==> src/rtl/csh_pkg.sv <==
// ----------------------------------------------------------------------------
// csh_pkg: shared types and constants of the C syntax highlight classifier
// Holds the queue item, highlight class codes, register indexes and the
// keyword tables.
// ----------------------------------------------------------------------------
package csh_pkg;

	typedef struct packed {
		logic [7:0] ch;
		logic       last;
		logic       first;
		logic       sep;
	} csh_item_t;

	typedef enum logic [2:0] {
		CLS_NORMAL,
		CLS_COMMENT,
		CLS_BLOCK,
		CLS_KEYWORD,
		CLS_TYPE,
		CLS_STRING,
		CLS_NUMBER
	} csh_class_t;

	localparam logic [1:0] CFG_ENABLE  = 2'd0;
	localparam logic [1:0] CFG_NUMBERS = 2'd1;
	localparam logic [1:0] CFG_STRINGS = 2'd2;

	localparam logic [7:0] CH_SLASH = 8'h2F;
	localparam logic [7:0] CH_STAR  = 8'h2A;
	localparam logic [7:0] CH_BSL   = 8'h5C;
	localparam logic [7:0] CH_DQ    = 8'h22;
	localparam logic [7:0] CH_SQ    = 8'h27;
	localparam logic [7:0] CH_DOT   = 8'h2E;
	localparam logic [7:0] CH_ZERO  = 8'h30;
	localparam logic [7:0] CH_NINE  = 8'h39;

	localparam int WORD_N = 23;
	localparam int KW_N   = 15;
	localparam int WORD_MAX = 8;

	localparam logic [63:0] WORD_TEXT [WORD_N] = '{
		{16'h0, "switch"}, {48'h0, "if"}, {24'h0, "while"}, {40'h0, "for"},
		{24'h0, "break"}, "continue", {16'h0, "return"}, {32'h0, "else"},
		{16'h0, "struct"}, {24'h0, "union"}, {8'h0, "typedef"},
		{16'h0, "static"}, {32'h0, "enum"}, {24'h0, "class"}, {32'h0, "case"},
		{40'h0, "int"}, {32'h0, "long"}, {16'h0, "double"}, {24'h0, "float"},
		{32'h0, "char"}, "unsigned", {16'h0, "signed"}, {32'h0, "void"}
	};

	localparam logic [3:0] WORD_LEN [WORD_N] = '{
		4'd6, 4'd2, 4'd5, 4'd3, 4'd5, 4'd8, 4'd6, 4'd4, 4'd6, 4'd5, 4'd7,
		4'd6, 4'd4, 4'd5, 4'd4,
		4'd3, 4'd4, 4'd6, 4'd5, 4'd4, 4'd8, 4'd6, 4'd4
	};

	function automatic logic is_sep(input logic [7:0] c);
		logic r;
		r = (c == 8'd0) || (c == 8'd32) || (c >= 8'd9 && c <= 8'd13);
		r = r || c == ","  || c == "." || c == "(" || c == ")" || c == "+";
		r = r || c == "-"  || c == "/" || c == "*" || c == "=" || c == "~";
		r = r || c == "%"  || c == "<" || c == ">" || c == "[" || c == "]";
		r = r || c == ";";
		return r;
	endfunction

endpackage

==> src/rtl/csh_front.sv <==
// ----------------------------------------------------------------------------
// csh_front: input stage and character queue
// Accepts characters, tags separators and holds them in a four-entry queue
// ahead of the classifier.
// ----------------------------------------------------------------------------
module csh_front (
	input  logic               clk,
	input  logic               arst_n,
	input  logic               in_valid,
	output logic               in_ready,
	input  logic [7:0]         character,
	input  logic               last_of_line,
	input  logic               first_line,
	output logic               out_valid,
	input  logic               out_ready,
	output csh_pkg::csh_item_t out_item
);
	import csh_pkg::*;

	csh_item_t  mem_q [4];
	logic [1:0] wr_q;
	logic [1:0] rd_q;
	logic [2:0] cnt_q;
	logic       push;
	logic       pop;

	assign in_ready  = cnt_q != 3'd4;
	assign out_valid = cnt_q != 3'd0;
	assign out_item  = mem_q[rd_q];
	assign push      = in_valid && in_ready;
	assign pop       = out_valid && out_ready;

	always_ff @(posedge clk or negedge arst_n) begin
		if (!arst_n) begin
			wr_q  <= 2'd0;
			rd_q  <= 2'd0;
			cnt_q <= 3'd0;
		end else begin
			if (push) wr_q <= wr_q + 2'd1;
			if (pop) rd_q <= rd_q + 2'd1;
			cnt_q <= cnt_q + 3'(push) - 3'(pop);
		end
	end

	always_ff @(posedge clk) begin
		if (push) begin
			mem_q[wr_q] <= '{ch: character, last: last_of_line, first: first_line,
				sep: is_sep(character)};
		end
	end

endmodule

==> src/rtl/csh_back.sv <==
// ----------------------------------------------------------------------------
// csh_back: lookahead window and highlight classifier
// Holds the window, classifies its head character and registers the result.
// ----------------------------------------------------------------------------
module csh_back #(
	parameter int LOOKAHEAD = 9
) (
	input  logic               clk,
	input  logic               arst_n,
	input  logic               write_enable,
	input  logic [1:0]         write_index,
	input  logic               write_data,
	input  logic               in_valid,
	output logic               in_ready,
	input  csh_pkg::csh_item_t in_item,
	output logic               out_valid,
	input  logic               out_ready,
	output logic [7:0]         out_character,
	output logic [2:0]         highlight_class,
	output logic               line_end,
	output logic               comment_open_after
);
	import csh_pkg::*;

	localparam int CW = $clog2(LOOKAHEAD + 1);

	logic [7:0]  win_q [LOOKAHEAD];
	logic        sepw_q [LOOKAHEAD];
	logic [CW-1:0] count_q;
	logic        drain_q;
	logic        en_q, num_q, str_q;
	logic        bco_q, esc_q, psep_q, rolc_q;
	logic [7:0]  sq_q;
	csh_class_t  pcls_q, frcls_q;
	logic [2:0]  frc_q;
	logic        out_valid_q;
	logic [7:0]  och_q;
	csh_class_t  ocls_q;
	logic        oend_q, oopen_q;

	logic [7:0]  wv [LOOKAHEAD];
	logic        sv [LOOKAHEAD];
	logic [CW-1:0] nv;
	logic        advance, insert, line_done, emit, at_end;
	logic        bco_n, esc_n, psep_n, rolc_n;
	logic [7:0]  sq_n, c, nxt;
	csh_class_t  cls, frcls_n;
	logic [2:0]  frc_n;
	logic        kw_hit, ty_hit, hit, sep_at;
	logic [3:0]  wlen;
	logic        in_str, dig;

	assign advance   = !out_valid_q || out_ready;
	assign in_ready  = advance && !drain_q;
	assign insert    = in_valid && in_ready;
	assign line_done = drain_q || (insert && in_item.last);
	assign nv        = count_q + CW'(insert);
	assign emit      = advance && (drain_q ||
		(insert && (in_item.last || nv == CW'(LOOKAHEAD))));
	assign at_end    = line_done && nv == CW'(1);

	always_comb begin
		for (int i = 0; i < LOOKAHEAD; i++) begin
			wv[i] = win_q[i];
			sv[i] = sepw_q[i];
			if (insert && count_q == CW'(i)) begin
				wv[i] = in_item.ch;
				sv[i] = in_item.sep;
			end
		end
	end

	always_comb begin
		kw_hit = 1'b0;
		ty_hit = 1'b0;
		wlen   = 4'd0;
		for (int w = 0; w < WORD_N; w++) begin
			hit = 1'b1;
			for (int k = 0; k < WORD_MAX; k++) begin
				if (k < int'(WORD_LEN[w]) &&
					wv[k] != WORD_TEXT[w][(int'(WORD_LEN[w]) - 1 - k) * 8 +: 8]) begin
					hit = 1'b0;
				end
			end
			sep_at = 1'b0;
			for (int p = 0; p <= WORD_MAX; p++) begin
				if (p == int'(WORD_LEN[w])) sep_at = sv[p];
			end
			if (hit && sep_at) begin
				if (w < KW_N) kw_hit = 1'b1;
				else ty_hit = 1'b1;
				wlen = WORD_LEN[w];
			end
		end
	end

	always_comb begin
		c       = wv[0];
		nxt     = wv[1];
		in_str  = sq_q != 8'd0;
		dig     = c >= CH_ZERO && c <= CH_NINE;
		bco_n   = (insert && count_q == '0 && in_item.first) ? 1'b0 : bco_q;
		esc_n   = esc_q;
		psep_n  = psep_q;
		rolc_n  = rolc_q;
		sq_n    = sq_q;
		frc_n   = frc_q;
		frcls_n = frcls_q;
		cls     = CLS_NORMAL;
		if (frc_q != 3'd0) begin
			frc_n = frc_q - 3'd1;
			cls   = frcls_q;
		end else if (rolc_q) begin
			cls = CLS_COMMENT;
		end else if (!en_q) begin
			cls = CLS_NORMAL;
		end else if (!in_str && !bco_n && c == CH_SLASH && nxt == CH_SLASH) begin
			rolc_n = 1'b1;
			cls    = CLS_COMMENT;
		end else if (!in_str && bco_n) begin
			cls = CLS_BLOCK;
			if (c == CH_STAR && nxt == CH_SLASH) begin
				frc_n   = 3'd1;
				frcls_n = CLS_BLOCK;
				bco_n   = 1'b0;
				psep_n  = 1'b1;
			end
		end else if (!in_str && c == CH_SLASH && nxt == CH_STAR) begin
			cls     = CLS_BLOCK;
			frc_n   = 3'd1;
			frcls_n = CLS_BLOCK;
			bco_n   = 1'b1;
		end else if (str_q && in_str) begin
			cls = CLS_STRING;
			if (esc_q) begin
				esc_n = 1'b0;
			end else if (c == CH_BSL && nv > CW'(1)) begin
				esc_n = 1'b1;
			end else begin
				if (c == sq_q) sq_n = 8'd0;
				psep_n = 1'b1;
			end
		end else if (str_q && (c == CH_DQ || c == CH_SQ)) begin
			sq_n = c;
			cls  = CLS_STRING;
		end else if (num_q && ((dig && (psep_q || pcls_q == CLS_NUMBER)) ||
			(c == CH_DOT && pcls_q == CLS_NUMBER))) begin
			cls    = CLS_NUMBER;
			psep_n = 1'b0;
		end else if (psep_q && (kw_hit || ty_hit)) begin
			cls     = kw_hit ? CLS_KEYWORD : CLS_TYPE;
			frc_n   = wlen[2:0] - 3'd1;
			frcls_n = cls;
			psep_n  = 1'b0;
		end else begin
			psep_n = sepw_q[0] && !(insert && count_q == '0) || (insert && count_q == '0 &&
				in_item.sep);
			cls = CLS_NORMAL;
		end
	end

	always_ff @(posedge clk or negedge arst_n) begin
		if (!arst_n) begin
			for (int i = 0; i < LOOKAHEAD; i++) begin
				win_q[i]  <= 8'd0;
				sepw_q[i] <= 1'b1;
			end
			count_q     <= '0;
			drain_q     <= 1'b0;
			en_q        <= 1'b1;
			num_q       <= 1'b1;
			str_q       <= 1'b1;
			bco_q       <= 1'b0;
			esc_q       <= 1'b0;
			psep_q      <= 1'b1;
			rolc_q      <= 1'b0;
			sq_q        <= 8'd0;
			pcls_q      <= CLS_NORMAL;
			frc_q       <= 3'd0;
			frcls_q     <= CLS_NORMAL;
			out_valid_q <= 1'b0;
		end else begin
			if (write_enable) begin
				case (write_index)
					CFG_ENABLE:  en_q  <= write_data;
					CFG_NUMBERS: num_q <= write_data;
					CFG_STRINGS: str_q <= write_data;
					default: ;
				endcase
			end
			if (advance) out_valid_q <= emit;
			if (emit) begin
				for (int i = 0; i < LOOKAHEAD - 1; i++) begin
					win_q[i]  <= wv[i + 1];
					sepw_q[i] <= sv[i + 1];
				end
				win_q[LOOKAHEAD - 1]  <= 8'd0;
				sepw_q[LOOKAHEAD - 1] <= 1'b1;
				count_q <= nv - CW'(1);
				drain_q <= line_done && nv > CW'(1);
				bco_q   <= bco_n;
				if (at_end) begin
					esc_q   <= 1'b0;
					psep_q  <= 1'b1;
					rolc_q  <= 1'b0;
					sq_q    <= 8'd0;
					pcls_q  <= CLS_NORMAL;
					frc_q   <= 3'd0;
					frcls_q <= CLS_NORMAL;
				end else begin
					esc_q   <= esc_n;
					psep_q  <= psep_n;
					rolc_q  <= rolc_n;
					sq_q    <= sq_n;
					frc_q   <= frc_n;
					frcls_q <= frcls_n;
					if (en_q || frc_q != 3'd0 || rolc_q) pcls_q <= cls;
				end
			end else if (insert) begin
				for (int i = 0; i < LOOKAHEAD; i++) begin
					win_q[i]  <= wv[i];
					sepw_q[i] <= sv[i];
				end
				count_q <= nv;
				if (count_q == '0 && in_item.first) bco_q <= 1'b0;
			end
		end
	end

	always_ff @(posedge clk) begin
		if (emit) begin
			och_q   <= c;
			ocls_q  <= cls;
			oend_q  <= at_end;
			oopen_q <= at_end && bco_n;
		end
	end

	assign out_valid          = out_valid_q;
	assign out_character      = och_q;
	assign highlight_class    = ocls_q;
	assign line_end           = oend_q;
	assign comment_open_after = oopen_q;

`ifndef SYNTHESIS
	a_count_range: assert property (@(posedge clk) disable iff (!arst_n)
		count_q <= CW'(LOOKAHEAD))
		else $error("window count beyond depth");
	a_drain_nonempty: assert property (@(posedge clk) disable iff (!arst_n)
		drain_q |-> count_q != '0)
		else $error("draining an empty window");
	a_no_take_in_drain: assert property (@(posedge clk) disable iff (!arst_n)
		drain_q |-> !in_ready)
		else $error("transfer taken during drain");
	a_run_bound: assert property (@(posedge clk) disable iff (!arst_n)
		frc_q != 3'd0 |-> (frcls_q == CLS_BLOCK || frcls_q == CLS_KEYWORD ||
		frcls_q == CLS_TYPE))
		else $error("forced run with wrong class");
`endif

endmodule

==> src/rtl/c_syntax_highlight_classifier.sv <==
// ----------------------------------------------------------------------------
// c_syntax_highlight_classifier: C source highlighting lexer
// Gives each rendered character of a text line a highlight class.
// ----------------------------------------------------------------------------
// One character is taken per cycle while the queue has room. Results trail
// the input by LOOKAHEAD-1 characters of the same line, held in the lookahead
// window; the last character of a line drains the window, one result per
// cycle while the output is not stalled, so a line end stalls the classifier
// input until the window has drained. A four-entry queue in front of the
// classifier absorbs input while the window drains or the output stalls.
module c_syntax_highlight_classifier #(
	parameter int LOOKAHEAD = 9
) (
	input  logic       clk,
	input  logic       arst_n,
	input  logic       write_enable,
	input  logic [1:0] write_index,
	input  logic       write_data,
	input  logic       in_valid,
	output logic       in_ready,
	input  logic [7:0] character,
	input  logic       last_of_line,
	input  logic       first_line,
	output logic       out_valid,
	input  logic       out_ready,
	output logic [7:0] out_character,
	output logic [2:0] highlight_class,
	output logic       line_end,
	output logic       comment_open_after
);
	import csh_pkg::*;

	csh_item_t q_item;
	logic      q_valid;
	logic      q_ready;

	csh_front u_front (
		.clk          (clk),
		.arst_n       (arst_n),
		.in_valid     (in_valid),
		.in_ready     (in_ready),
		.character    (character),
		.last_of_line (last_of_line),
		.first_line   (first_line),
		.out_valid    (q_valid),
		.out_ready    (q_ready),
		.out_item     (q_item)
	);

	csh_back #(.LOOKAHEAD(LOOKAHEAD)) u_back (
		.clk                (clk),
		.arst_n             (arst_n),
		.write_enable       (write_enable),
		.write_index        (write_index),
		.write_data         (write_data),
		.in_valid           (q_valid),
		.in_ready           (q_ready),
		.in_item            (q_item),
		.out_valid          (out_valid),
		.out_ready          (out_ready),
		.out_character      (out_character),
		.highlight_class    (highlight_class),
		.line_end           (line_end),
		.comment_open_after (comment_open_after)
	);

endmodule
==> config.mk <==
export PLATFORM = sky130hd
export DESIGN_NAME = c_syntax_highlight_classifier
export DESIGN_NICKNAME = d
export VERILOG_FILES = /design/src/rtl/csh_pkg.sv /design/src/rtl/csh_front.sv /design/src/rtl/csh_back.sv /design/src/rtl/c_syntax_highlight_classifier.sv
export SDC_FILE = /design/constraint.sdc
export NUM_CORES = 1
export LEC_CHECK = 0
export BUFFER_PORTS_ARGS = -buffer_cell sky130_fd_sc_hd__buf_2
export CAP_MARGIN = 20
export CORE_UTILIZATION = 39
export CTS_CLUSTER_DIAMETER = 40
export DETAILED_ROUTE_END_ITERATION = 12
export HOLD_SLACK_MARGIN = 0.15
export PLACE_DENSITY = 0.55
export SLEW_MARGIN = 25
export SYNTH_ARGS = -nofsm -noshare
export SYNTH_HDL_FRONTEND = slang
export SYNTH_SLANG_ARGS = --single-unit
==> constraint.sdc <==
create_clock -name clk -period 4.1 [get_ports clk]
set_clock_uncertainty 0.15 [all_clocks]
set_input_delay 0.615 -clock clk [delete_from_list [all_inputs] [get_ports clk]]
set_output_delay 0.615 -clock clk [all_outputs]
set_load 0.01 [all_outputs]
==> impl_metrics.csv <==
group,metric,value,unit
run_status,outcome,"finished, violations left",
run_status,violations,"negative setup slack",
floorplan,core-area,26880,µm²
place,place_ws,-0.6409,ns
sta,min_period_over_period,106.5,%
worst_setup_path,required,4.31,ns
synthesis,syn_area,10650,µm²
sta,slew_headroom,60.84,%
route,vias,10040,
grt,antenna_found_initial,0,
power,peakVddDrop,0.3401,mV
final_layout,fill_cells,2402,
sta,finalWorstSetupSlack,-0.2678,ns
power,p_per_area,693.9,nW/µm²
worst_setup_path,path_buf_inv,5,
cts,ctsLongestPathBuffers,2,
worst_setup_path,cp_slowest_cell,"or4_1",
final_layout,area_growth,42.24,%
synthesis,synthMostInstantiatedCell,"nor2_1",
worst_setup_path,cp_max_fo,10,
grt,overflow,0,
worst_setup_path,r2r_end,"u_back.frc_q[2]",
sta,rsz0062_at_grt,"true",
cts,clk_pin_slew,0.09,ns
power,p_leak,5.919,nW
route,viasPerCell,5.772,
final_layout,drive_gt1_share,42.74,%
synthesis,synth_area_leaders,"dfrtp_1 25%, edfxtp_1 16%, mux2i_1 7.0%",
sta,hold_viol,0,
worst_setup_path,setup.worst_path.end,"u_back.frc_q[2]",
synthesis,yosysWarnings,0,
sta,fmax,228.9,MHz
cts,cts-root-buf,"clkbuf_16",
worst_setup_path,r2r_setup_slack,-0.27,ns
floorplan,ios,33,
synthesis,synth_seq_cells,175,
worst_hold_path,hold_class,"primary input to flip-flop",
route,avgRoutedWirePerCell,22.72,µm
route,drtIter0Drc,759,
route,wl,39.53,mm
final_layout,multi_input_area,6316,µm²
worst_setup_path,reg2reg_depth,17,
synthesis,synth_top_cell_by_area,"dfrtp_1",
grt,grt_usage,28.94,%
power,totalPowerFinal,10.51,mW
route,first_pass_iters,7,
synthesis,syn_inst,1052,
worst_setup_path,path_cells,"buf_6 -> or4b_4 -> nor4_4 -> buf_6 -> mux2i_2 -> nor4b_4 -> buf_4 -> buf_4 -> nand4_1 -> o32ai_2 -> a221oi_4 -> and4b_4 -> ha_1 -> inv_1 -> or4_1 -> a211o_1 -> a31oi_1",
worst_setup_path,crit_cells,17,
grt,grt_pass1_vias,10350,
route,drc,0,
synthesis,synth_cell_types,91,
worst_setup_path,slowest_delay,0.51,ns
floorplan,dieArea,27970,µm²
floorplan,initial_core_util,39.62,%
synthesis,postSynthAreaPerCell,10.12,µm²
cts,clock_latency,0.45,ns
floorplan,num_rows,60,
worst_setup_path,critical_path_class,"flip-flop to flip-flop",
cts,h-tree-depth,4,
cts,clock-sinks,175,
sta,tightest_slew,0.5830,ns
floorplan,floorplan.die.height,167.2,µm
final_layout,nets,1418,
synthesis,synth_fp_nets,1084,
route,final_antenna_net_count,0,
synthesis,synth_edf_count,57,
synthesis,synth-main-ff-cell,"dfrtp_1",
final_layout,final_cells,1740,
cts,cts_made_buffers,17,
synthesis,netlist.area_leader.share,24.68,%
worst_setup_path,r2r_start,"u_back.count_q[3]",
synthesis,async_flop_share,67.43,%
worst_setup_path,crit_start,"u_back.count_q[3]",
worst_setup_path,path_delay_family,"simple AND/OR/NAND/NOR gates",
worst_setup_path,cp-start-kind,"flip-flop",
cts,cts_tree,"yes",
final_layout,n_antenna_cell,0,
synthesis,yosysSeqAreaShare,43.96,%
sta,finalSetupViolCount,9,
worst_setup_path,worstSetupEndpointType,"flip-flop",
place,place_inst,1683,
place,dp_hpwl,30.45,mm
flow_run,maxCapViolations,0,
synthesis,ys_top_cells_by_count,"120 x nor2_1, 105 x dfrtp_1, 74 x mux2i_1",
sta,timing.final.crit_period,4.368,ns
place,portBuffers,32,
sta,slew_violations,0,
final_layout,seq_area,4682,µm²
grt,grt_pass1_wl,60.98,mm
floorplan,die_w,167.2,µm
worst_setup_path,crit_arrival,4.58,ns
grt,grt_max_degree,86,
place,gp_congestion,1.077,
report_power, final:
group	leakage [nW]	internal (mW)	switching [mW]	total, mW
Sequential	1.87	2.44	0.342	2.79
Combinational	3.74	2.60	3.37	5.97
Clock	0.307	0.853	0.902	1.76
Total	5.92	5.90	4.61	10.5
cells in the final DEF, fill, tap and decap left out, types with 13 or more instances in the layout:
cell / synthesis / final
mux2_2: 33 / 27
nor3_1: 43 / 31
buf_12: 0 / 15
nand2_1: 69 / 66
nor4_2: 6 / 14
edfxtp_1: 57 / 57
mux2i_2: 4 / 15
buf_2: 15 / 31
dfrtp_1: 105 / 104
nor2_1: 120 / 114
o22ai_1: 17 / 16
xnor2_1: 17 / 17
clkbuf_16: 0 / 18
nor4_1: 55 / 33
buf_6: 7 / 13
inv_1: 29 / 29
o21ai_0: 22 / 20
nand4_1: 52 / 52
nand3_1: 23 / 22
dfstp_2: 13 / 13
mux2i_1: 74 / 53
ha_1: 13 / 13
buf_4: 3 / 305
a21oi_1: 68 / 67
nor4_4: 7 / 21
flip-flops by register name, summed over array words and instances (netlist names), 2 cells and up:
| signal | cells |
|---|---|
| u_back.win_q | 72 |
| u_front.mem_q | 44 |
| u_back.sepw_q | 9 |
| u_back.out_character | 8 |
| u_back.sq_q | 8 |
| u_back.count_q | 4 |
| u_back.frc_q | 3 |
| u_back.frcls_q | 3 |
| u_back.highlight_class | 3 |
| u_back.pcls_q | 3 |
| u_front.cnt_q | 3 |
| u_front.rd_q | 2 |
| u_front.wr_q | 2 |
stage by stage:
| stage | hold slack [ns] | setup TNS (ns) | utilization, % | area [µm²] |
|---|---|---|---|---|
| floorplan | 0.1694 | -0.1081 | - | 10820 |
| detailed placement | 0.3257 | -6.979 | 50.76 | 13640 |
| finish | 0.2257 | -1.112 | 56.35 | 15150 |
| CTS | 0.2126 | -0.7484 | 55.43 | 14900 |
| global placement | 0.3251 | -6.449 | 50.76 | 13640 |
| global route | 0.2196 | -3.089 | 56.35 | 15150 |
worst min path at each step:
stage	cells after the start	slack [ns]	from	endpoint
after floorplan	0	0.17	arst_n	u_back.bco_q
after global placement	2	0.33	u_back.pcls_q[0]	u_back.pcls_q[0]
after detailed placement	2	0.33	u_back.pcls_q[0]	u_back.pcls_q[0]
after CTS	1	0.21	last_of_line	u_front.mem_q[1][2]
after global routing	1	0.22	last_of_line	u_front.mem_q[0][2]
final	1	0.23	last_of_line	u_front.mem_q[2][2]
routing by layer:
layer / wire [µm] / track usage (%)
met5: 0 / 0
met4: 1664 / 13.36
met3: 1549 / 3.616
met2: 19320 / 49.66
met1: 17000 / 36.40
layout make-up:
type                       instances  share of cell area, %
clock buffer                      17                  2.809
clock inverter                    15                  1.437
inverter                          35                 0.9005
multi-input combinational        790                  41.70
sequential                       175                  30.91
tap                              341                  2.817
timing repair buffer             367                  19.42
cells by family (layout without fill, tap and decap cells):
| kind of cell | after synthesis | after routing | share of synthesized area [%] |
|---|---|---|---|
| compound gates | 174 | 174 | 10.41 |
| xor+xnor | 18 | 18 | 1.481 |
| fa+ha+maj | 14 | 14 | 1.716 |
| buf+inv | 87 | 434 | 3.866 |
| flops | 175 | 175 | 43.96 |
| mux | 124 | 124 | 13.64 |
| simple gates | 460 | 460 | 24.92 |
what timing repair did:
item                                   4_1_cts  5_1_grt
resized for setup                           93       32
cloned                                       0        1
setup endpoints to repair                   21       43
pin swaps                                   23        8
endpoints found under the hold margin       33        0
hold buffers                                 1        0
setup buffers                               18        7
(Power assumes the default switching activity.)
